<file path="src/rtl/fps_mul.sv">
// Shared signed multiplier with a registered product.
// No package dependency; width set by the instantiating module.
module fps_mul #(
    parameter int W = 34
) (
    input  logic                  aclk,
    input  logic signed [W-1:0]   a,
    input  logic signed [W-1:0]   b,
    output logic signed [2*W-1:0] p
);
    always_ff @(posedge aclk) begin
        p <= a * b;
    end
endmodule

</file>
<file path="config.mk">
export PLATFORM = sky130hd
export DESIGN_NAME = fps_mul
export DESIGN_NICKNAME = d
export VERILOG_FILES = /design/src/rtl/fps_mul.sv
export SDC_FILE = /design/constraint.sdc
export NUM_CORES = 2
export LEC_CHECK = 0
export BUFFER_PORTS_ARGS = -buffer_cell sky130_fd_sc_hd__buf_2
export CAP_MARGIN = 30
export CORE_UTILIZATION = 24
export CTS_CLUSTER_DIAMETER = 200
export CTS_CLUSTER_SIZE = 12
export DETAILED_ROUTE_END_ITERATION = 7
export PLACE_DENSITY = 0.38
export SETUP_SLACK_MARGIN = 0.05
export SLEW_MARGIN = 15
export SYNTH_ARGS = -nofsm -noshare
export SYNTH_HDL_FRONTEND = slang
export SYNTH_SLANG_ARGS = --single-unit
</file>
<file path="constraint.sdc">
create_clock -name aclk -period 13.14 [get_ports aclk]
set_clock_uncertainty 0.1 [all_clocks]
set_input_delay 2.628 -clock aclk [delete_from_list [all_inputs] [get_ports aclk]]
set_output_delay 2.628 -clock aclk [all_outputs]
set_load 0.005 [all_outputs]
</file>
==> results.sh <==
export IMPL_outcome="finished, final reports clean"
export IMPL_async_reset_ff_share_pct=0
export IMPL_setup_viol=0
export IMPL_dieWidth_um=425
export IMPL_yosysUniqueCellTypes=69
export IMPL_worst_slew_pin_slew_ns=1.07
export IMPL_cp_required_ns=13.40
export IMPL_pin_count=137
export IMPL_place_hpwl_um=113000
export IMPL_cp_max_fo=24
export IMPL_top_register="p"
export IMPL_ant_nets=0
export IMPL_hold_viol_final=0
export IMPL_num_fill_cells=19300
export IMPL_avgSynthCellArea_um2=9.45
export IMPL_finalNonFillerCells=6886
export IMPL_critPathLaunchType="primary input"
export IMPL_ctsHtreeMaxLevel=3
export IMPL_first_pass_iters=5
export IMPL_cap_violations=0
export IMPL_cts_reportedPaths_clkPinSlew_ns=0.08
export IMPL_drive_gt1_share_pct=5.10
export IMPL_area_growth_syn_to_layout_pct=8.21
export IMPL_hold_buffers=0
export IMPL_fp_dieArea_mm2=0.181
export IMPL_syn_instance_count=4554
export IMPL_cts_tree="built"
export IMPL_grt_overflow=0
export IMPL_finalMaxSlewViolations=0
export IMPL_finalCritPeriodShare_pct=83.0
export IMPL_numCtsBuffers=9
export IMPL_clock_sinks=68
export IMPL_routedWlPerCell_um=19.9
export IMPL_crit_type="primary input to flop"
export IMPL_track_usage_pct=16.0
export IMPL_yosys_register_bits=68
export IMPL_drt_initial_drc_count=1253
export IMPL_grt_pass1_wl_um=214000
export IMPL_syn_area_mm2=0.0430
export IMPL_clockBufferDepth=2
export IMPL_ys_seq_area_share_pct=3.16
export IMPL_top_regs="p: 68 flops"
export IMPL_fin_crit_ns=10.90
export IMPL_die_height_um=425
export IMPL_dp_cells=6860
export IMPL_grt_max_degree=35
export IMPL_crit_path_end_kind="flop"
export IMPL_worstHoldPathType="primary input to flop"
export IMPL_num_rows=155
export IMPL_synth_nets=6068
export IMPL_arrival_ns=11.16
export IMPL_largest_reg_flops=68
export IMPL_drcViolationCount=0
export IMPL_io_buffers=136
export IMPL_vias=28700
export IMPL_slew_headroom_pct=28.3
export IMPL_synth_edf_count=0
export IMPL_grt_pass1_vias=32900
export IMPL_root_buffer="clkbuf_16"
export IMPL_start_util_pct=24.1
export IMPL_coreArea_mm2=0.178
export IMPL_antenna_found_initial=24
export IMPL_rsz0062_at_grt="false"
export IMPL_cts_resized=0
export IMPL_avgViaCountPerCell=4.17
export IMPL_place_gp_congestion=0.837
export IMPL_cts_setup_buffers=0
export IMPL_tns_ns=0
export IMPL_ys_warn_count=0
export IMPL_fin_nets=6034
export IMPL_dominantRegCellSynth="dfxtp_1"
export IMPL_routed_wl_um=137000
export IMPL_clock_fmax_mhz=91.7
==> worst max-delay path: stages <==
cell,delay (ns)
buf_2,0.67
buf_4,0.35
and2_1,0.17
fa_1,0.40
inv_1,0.08
fa_1,0.45
fa_1,0.55
inv_1,0.05
fa_1,0.48
fa_1,0.61
fa_1,0.45
fa_1,0.50
inv_1,0.05
fa_1,0.47
inv_1,0.04
ha_1,0.37
a21o_1,0.22
a21o_1,0.17
a21oi_1,0.25
o21ai_1,0.22
a211oi_2,0.85
o21ai_4,0.26
a31oi_2,0.35
nor2_2,0.09
o41ai_2,0.23
xnor2_1,0.16
==> synth_stat cells, types with 5 or more instances <==
cell type / n / share of area, %
fa_1: 1241 / 58
inv_1: 1231 / 11
and2_1: 621 / 9.0
nand2_1: 542 / 4.7
clkbuf_1: 214 / 1.9
ha_1: 204 / 5.9
dfxtp_1: 68 / 3.2
a21oi_1: 61 / 0.71
xnor2_1: 56 / 1.1
nor2_1: 54 / 0.47
a21o_1: 37 / 0.65
o21ai_0: 31 / 0.36
xor2_1: 23 / 0.47
nand2b_1: 20 / 0.29
o21bai_1: 12 / 0.21
nand3_1: 11 / 0.13
nand4_1: 11 / 0.16
nor2b_1: 9 / 0.13
a31oi_1: 7 / 0.10
o21ai_1: 7 / 0.081
a211oi_1: 6 / 0.10
and3_1: 5 / 0.073
nor3_1: 5 / 0.058
==> through the flow <==
step	hold WS (ns)	utilization, %	setup WS, ns	instance area [µm²]
after floorplan	2.66	-	2.92	43000
after CTS	2.64	26.1	2.19	46400
final	2.66	26.1	2.24	46600
after detailed placement	2.90	25.9	1.73	46100
after global placement	2.91	25.8	1.65	46100
after global routing	2.65	26.1	1.91	46600
==> layout by cell type (no fill, tap or decap), types with 54 or more instances in the layout <==
| master | netlist | routed |
|---|---|---|
| fa_1 | 1241 | 1241 |
| ha_1 | 204 | 204 |
| nand2_1 | 542 | 542 |
| and2_1 | 621 | 621 |
| xnor2_1 | 56 | 56 |
| a21oi_1 | 61 | 61 |
| inv_1 | 1231 | 1231 |
| buf_2 | 2 | 136 |
| nor2_1 | 54 | 54 |
| dfxtp_1 | 68 | 68 |
==> kinds of logic after synthesis <==
family          share of synthesized area [%]
xor+xnor                                 1.61
simple gates                             15.4
buf+inv                                  12.8
compound gates                           3.35
flops                                    3.16
fa+ha+maj                                63.7
==> metal layers <==
layer,vias up,wire length [µm],global-route usage (%)
li1,12700,-,-
met1,15400,61900,21.6
met2,487,66900,27.0
met3,126,5350,2.28
met4,14,2970,3.66
met5,-,84,0
==> cell type report <==
| class | instances | area, µm² | share of cell area, % |
|---|---|---|---|
| flip-flops and latches | 68 | 1360 | 2.92 |
| multi-input cells | 3026 | 36100 | 77.6 |
| inverters | 1232 | 4620 | 9.93 |
| repair buffers | 183 | 1140 | 2.45 |
| clock buffers | 10 | 239 | 0.513 |
| diodes | 6 | 15.0 | 0.0322 |
| clock inverters | 6 | 95.1 | 0.204 |
| well taps | 2355 | 2950 | 6.33 |
==> path summary, 6_finish.rpt <==
| check | startpoint | to | depth (start not counted) |
|---|---|---|---|
| worst max-delay path | b[15] | p[65] | 26 |
| worst min-delay path | a[0] | p[0] | 2 |
Power is left out: the tool's default activity adds up to more than one toggle a clock period on the data nets, which glitch-free logic cannot reach.
