<file path="config.mk">
export PLATFORM = sky130hd
export DESIGN_NAME = fps_motion_store
export DESIGN_NICKNAME = d
export VERILOG_FILES = /design/src/rtl/fps_pkg.sv /design/src/rtl/fps_motion_store.sv
export SDC_FILE = /design/constraint.sdc
export NUM_CORES = 1
export LEC_CHECK = 0
export CAP_MARGIN = 15
export CORE_UTILIZATION = 63
export CTS_CLUSTER_DIAMETER = 120
export DETAILED_ROUTE_END_ITERATION = 6
export DONT_BUFFER_PORTS = 1
export PLACE_DENSITY = 0.79
export SLEW_MARGIN = 20
export SYNTH_ARGS = -nofsm -noshare
export SYNTH_HDL_FRONTEND = slang
export SYNTH_SLANG_ARGS = --single-unit
</file>
<file path="constraint.sdc">
create_clock -name aclk -period 6.3 [get_ports aclk]
set_input_delay 0.63 -clock aclk [delete_from_list [all_inputs] [get_ports aclk]]
set_output_delay 0.63 -clock aclk [all_outputs]
set_load 0.005 [all_outputs]
</file>
<file path="src/rtl/fps_pkg.sv">
// Shared types, constants and the exp table builder for the axis friction plant.
// Used by every module of the block but fps_mul; depends on nothing.
package fps_pkg;

    localparam int AXES_DEF       = 7;
    localparam int PEAKS_DEF      = 8;
    localparam int FRAC_BITS_DEF  = 16;
    localparam int EXP_DEPTH_DEF  = 256;

    localparam int MUL_W          = 34;
    localparam int PROD_W         = 2 * MUL_W;
    localparam int DT_SHIFT       = 24;
    localparam int EXP_RANGE_LOG2 = 4;
    localparam longint unsigned RECIP_SPREAD_Q30 = 64'd1787897427;
    localparam logic [31:0] LFSR_TAPS = 32'h8020_0003;

    // item function codes
    localparam logic [1:0] FUNC_STEP  = 2'd0;
    localparam logic [1:0] FUNC_COEF  = 2'd1;
    localparam logic [1:0] FUNC_CLEAR = 2'd2;

    // coefficient kinds
    localparam logic [2:0] KIND_INV_MASS   = 3'd0;
    localparam logic [2:0] KIND_COULOMB    = 3'd1;
    localparam logic [2:0] KIND_VISCOUS    = 3'd2;
    localparam logic [2:0] KIND_PEAK_COUNT = 3'd3;
    localparam logic [2:0] KIND_HEIGHT     = 3'd4;
    localparam logic [2:0] KIND_CENTER     = 3'd5;
    localparam logic [2:0] KIND_INV_WIDTH  = 3'd6;

    // configuration register indexes
    localparam logic [1:0] CFG_SAMPLING_TIME = 2'd0;
    localparam logic [1:0] CFG_NOISE_ENABLE  = 2'd1;
    localparam logic [1:0] CFG_NOISE_SEED    = 2'd2;

    typedef struct packed {
        logic [1:0]         func;
        logic [2:0]         axis;
        logic signed [31:0] force_command;
        logic [2:0]         coef_kind;
        logic               coef_side;
        logic [2:0]         coef_peak;
        logic signed [31:0] coef_value;
    } fps_in_t;

    typedef struct packed {
        logic [2:0]         out_axis;
        logic signed [31:0] new_velocity;
        logic signed [47:0] new_position;
        logic signed [31:0] net_force;
        logic               saturated;
    } fps_out_t;

    typedef struct packed {
        logic rd_en;
        logic wr_en;
        logic clear;
    } motion_ctl_t;

    typedef struct packed {
        logic rd_en;
        logic wr_height;
        logic wr_center;
        logic wr_inv_width;
    } peak_ctl_t;

    // Entry i of exp(-i * 16 / depth) in Q2.30; ratio is the Q2.30 factor
    // from one entry to the next.
    function automatic logic [31:0] exp_rom_entry(int unsigned i, longint unsigned ratio);
        longint unsigned e;
        e = 64'd1 << 30;
        for (int unsigned n = 0; n < i; n++) begin
            e = (e * ratio + (64'd1 << 29)) >> 30;
        end
        return e[31:0];
    endfunction

endpackage

</file>
<file path="src/rtl/fps_motion_store.sv">
// Per-axis velocity and position memory with valid bits for reset and clear.
// Depends on fps_pkg.
module fps_motion_store #(
    parameter int AXES = 7,
    parameter int AW   = 3
) (
    input  logic                  aclk,
    input  logic                  aresetn,
    input  fps_pkg::motion_ctl_t  ctl,
    input  logic [AW-1:0]         addr,
    input  logic signed [31:0]    wr_vel,
    input  logic signed [47:0]    wr_pos,
    output logic signed [31:0]    rd_vel,
    output logic signed [47:0]    rd_pos
);
    import fps_pkg::*;

    logic [79:0]      mem [AXES];
    logic [AXES-1:0]  valid_reg;
    logic [79:0]      rd_reg;

    always_ff @(posedge aclk) begin
        if (ctl.wr_en) begin
            mem[addr] <= {wr_pos, wr_vel};
        end
        if (ctl.rd_en) begin
            rd_reg <= valid_reg[addr] ? mem[addr] : '0;
        end
    end

    always_ff @(posedge aclk) begin
        if (!aresetn || ctl.clear) begin
            valid_reg <= '0;
        end else if (ctl.wr_en) begin
            valid_reg[addr] <= 1'b1;
        end
    end

    assign rd_vel = $signed(rd_reg[31:0]);
    assign rd_pos = $signed(rd_reg[79:32]);
endmodule

</file>
==> reports/qor.json <==
{
  "critical_path.startpoint_type": {"value": "input port"},
  "worst-slew-pin-transition": {"value": 1.07, "unit": "ns"},
  "cts-buffers-inserted": {"value": 60},
  "post-place-cells": {"value": 1703},
  "instances_no_fill": {"value": 1817},
  "initial_utilization": {"value": 63.8, "unit": "%"},
  "p_leak": {"value": 9.54, "unit": "nW"},
  "place.port_buffers": {"value": 0},
  "place_worst_setup_slack": {"value": 3.31, "unit": "ns"},
  "die_area": {"value": 0.0410, "unit": "mm2"},
  "grt_first_pass_wirelength": {"value": 70100, "unit": "um"},
  "die_y": {"value": 202, "unit": "um"},
  "hp-class": {"value": "input port to flip-flop"},
  "h-tree-depth": {"value": 2},
  "die_w": {"value": 202, "unit": "um"},
  "endpoint_kind": {"value": "flip-flop"},
  "route.detailed.drc": {"value": 0},
  "area_growth_syn_to_layout": {"value": 9.15, "unit": "%"},
  "timing.clock.skew": {"value": 0.0151, "unit": "ns"},
  "globalRouteTotalUtil": {"value": 23.2, "unit": "%"},
  "maxCapViolations": {"value": 0},
  "cts-root-buf": {"value": "sky130_fd_sc_hd__clkbuf_16"},
  "detailedRoute.firstPassIterationCount": {"value": 5},
  "whs": {"value": 0.104, "unit": "ns"},
  "mean_routed_wirelength_per_cell": {"value": 25.6, "unit": "um"},
  "critPathKind": {"value": "input port to flip-flop"},
  "worst_slew_margin_rel": {"value": 28.5, "unit": "%"},
  "placement.cell_area": {"value": 0.0256, "unit": "mm2"},
  "run_status": {"value": "finished, final reports clean"},
  "fin_util": {"value": 69.6, "unit": "%"},
  "post_cts_resized": {"value": 0},
  "largest_register_ff_count": {"value": 560},
  "clockBufferDepth": {"value": 3},
  "grt_antenna_before_repair": {"value": 0},
  "final-setup-viol-count": {"value": 0},
  "tritoncts_num_sinks": {"value": 647},
  "place_congestion": {"value": 0.732},
  "power": {"value": 8.86, "unit": "mW"},
  "core_area": {"value": 0.0396, "unit": "mm2"},
  "number_of_global_route_vias_before_repair": {"value": 11518},
  "syn_inst": {"value": 1230},
  "crit_path_max_fanout": {"value": 89},
  "unrepaired_setup_endpoints_after_global_routing": {"value": "false"},
  "postCtsHoldBufs": {"value": 0},
  "vias_per_cell": {"value": 6.11},
  "overflow_after_grt": {"value": 0},
  "post-dp-hpwl": {"value": 24500, "unit": "um"},
  "routed_vias": {"value": 11098},
  "postLayoutSetupSlackWorst": {"value": 3.89, "unit": "ns"},
  "fmaxAchievable": {"value": 415, "unit": "MHz"},
  "yosys_register_bits": {"value": 647},
  "fin_crit_sh": {"value": 38.3, "unit": "%"},
  "drt_first_iter_violations": {"value": 874},
  "post_synthesis_sequential_area_ratio": {"value": 76.5, "unit": "%"},
  "clkTransAtPathRegs": {"value": 0.06, "unit": "ns"},
  "ys.warnings.count": {"value": 0},
  "finalHoldViolations": {"value": 0},
  "tns": {"value": 0, "unit": "ns"},
  "post_cts_setup_bufs": {"value": 0},
  "yosysUniqueCellTypes": {"value": 25},
  "syn_avg_cell_area": {"value": 20.6, "unit": "um2"},
  "route.final.wire_length": {"value": 46400, "unit": "um"},
  "rows": {"value": 73},
  "clk-insertion-delay-late": {"value": 0.62, "unit": "ns"},
  "final_layout_size_suffix_gt1_share": {"value": 21.0, "unit": "%"},
  "fillerInstances": {"value": 2329},
  "p_per_area": {"value": 321, "unit": "mW/mm2"},
  "timing.final.crit_period": {"value": 2.41, "unit": "ns"},
  "final_net_count": {"value": 1328},
  "post_synthesis_net_count": {"value": 1318},
  "ios": {"value": 168},
  "cts_tree": {"value": "yes"},
  "post-route-cell-area": {"value": 0.0276, "unit": "mm2"},
  "grt_start_max_net_pins": {"value": 252},
  "final_antenna_net_count": {"value": 0},
  "cp.required": {"value": 6.53, "unit": "ns"},
  "irDropWorstVdd": {"value": 382, "unit": "uV"},
  "synth.cell_area": {"value": 0.0253, "unit": "mm2"},
  "critPathArrivalTime": {"value": 2.64, "unit": "ns"},
  "slew_violations": {"value": 0}
}
## cell usage after synthesis
| master | n | area (um2) |
|---|---|---|
| sky130_fd_sc_hd__a222oi_1 | 1 | 10.0 |
| sky130_fd_sc_hd__buf_1 | 1 | 3.75 |
| sky130_fd_sc_hd__clkbuf_1 | 9 | 33.8 |
| sky130_fd_sc_hd__inv_1 | 80 | 300 |
| sky130_fd_sc_hd__or2_2 | 1 | 6.26 |
| sky130_fd_sc_hd__mux4_2 | 80 | 1800 |
| sky130_fd_sc_hd__buf_4 | 24 | 180 |
| sky130_fd_sc_hd__and2_1 | 1 | 6.26 |
| sky130_fd_sc_hd__nand2_1 | 1 | 3.75 |
| sky130_fd_sc_hd__a31oi_1 | 4 | 25.0 |
| sky130_fd_sc_hd__and3_1 | 1 | 6.26 |
| sky130_fd_sc_hd__mux2_1 | 1 | 11.3 |
| sky130_fd_sc_hd__nand2b_1 | 4 | 25.0 |
| sky130_fd_sc_hd__mux2_4 | 1 | 15.0 |
| sky130_fd_sc_hd__buf_12 | 8 | 160 |
| sky130_fd_sc_hd__nor2_1 | 14 | 52.6 |
| sky130_fd_sc_hd__edfxtp_1 | 640 | 19200 |
| sky130_fd_sc_hd__a21oi_1 | 3 | 15.0 |
| sky130_fd_sc_hd__a32oi_1 | 1 | 8.76 |
| sky130_fd_sc_hd__nor2b_1 | 5 | 31.3 |
| sky130_fd_sc_hd__buf_6 | 3 | 33.8 |
| sky130_fd_sc_hd__a21oi_2 | 80 | 701 |
| sky130_fd_sc_hd__buf_2 | 20 | 100 |
| sky130_fd_sc_hd__mux2i_1 | 240 | 2400 |
| sky130_fd_sc_hd__dfxtp_1 | 7 | 140 |
## cell families after synthesis
group | Yosys count | share of synthesized area [%]
multiplexers | 322 | 16.7
flip-flops | 647 | 76.5
buffers and inverters | 145 | 3.21
AO/OA/AOI/OAI | 89 | 3.00
AND/OR/NAND/NOR | 27 | 0.519
## where the power goes
group / total [mW] / internal [mW] / leakage (nW) / switching, mW
Combinational: 0.280 / 0.152 / 2.61 / 0.128
Sequential: 4.92 / 4.88 / 5.97 / 0.0420
Clock: 3.66 / 2.13 / 0.966 / 1.53
Total: 8.86 / 7.16 / 9.54 / 1.70
## final timing paths
check                     from  depth (start not counted)  slack (ns)            to
setup / recovery       addr[1]                          3        3.89    mem[5][61]
hold / removal      wr_vel[13]                          0        0.10    mem[5][13]
setup reg to reg  valid_reg[0]                          4        4.04    rd_reg[40]
hold reg to reg   valid_reg[5]                          2        0.47  valid_reg[5]
## layout make-up
| cell class | instances | area [um2] | share of cell area [%] |
|---|---|---|---|
| sequential | 647 | 19400 | 70.1 |
| multi-input combinational | 438 | 5190 | 18.8 |
| clock buffer | 74 | 1550 | 5.63 |
| tap | 525 | 657 | 2.38 |
| clock inverter | 39 | 445 | 1.61 |
| inverter | 80 | 300 | 1.09 |
| timing repair buffer | 13 | 97.6 | 0.354 |
| antenna | 1 | 2.50 | 0.00906 |
## cell usage in the layout (no fill, tap or decap), types with 7 or more instances in the layout
master	netlist	final
sky130_fd_sc_hd__clkbuf_1	9	14
sky130_fd_sc_hd__clkinv_2	0	10
sky130_fd_sc_hd__clkinv_1	0	11
sky130_fd_sc_hd__inv_1	80	80
sky130_fd_sc_hd__a21oi_2	80	80
sky130_fd_sc_hd__clkbuf_16	0	60
sky130_fd_sc_hd__bufinv_16	0	9
sky130_fd_sc_hd__mux4_2	80	80
sky130_fd_sc_hd__buf_4	24	13
sky130_fd_sc_hd__edfxtp_1	640	640
sky130_fd_sc_hd__mux2i_1	240	240
sky130_fd_sc_hd__dfxtp_1	7	7
sky130_fd_sc_hd__nor2_1	14	8
## worst max-delay path, stage by stage
cell and delay, ns:
sky130_fd_sc_hd__nand2b_1 0.29, sky130_fd_sc_hd__nor2_4 0.78, sky130_fd_sc_hd__buf_4 0.80
## metal layers
metal  GRT usage (%)  wire, um
met1            31.1     18700
met2            37.5     23000
met3            5.98      3720
met4            7.25       990
met5               0         0
Note: power is estimated with default switching activity, not from simulation.
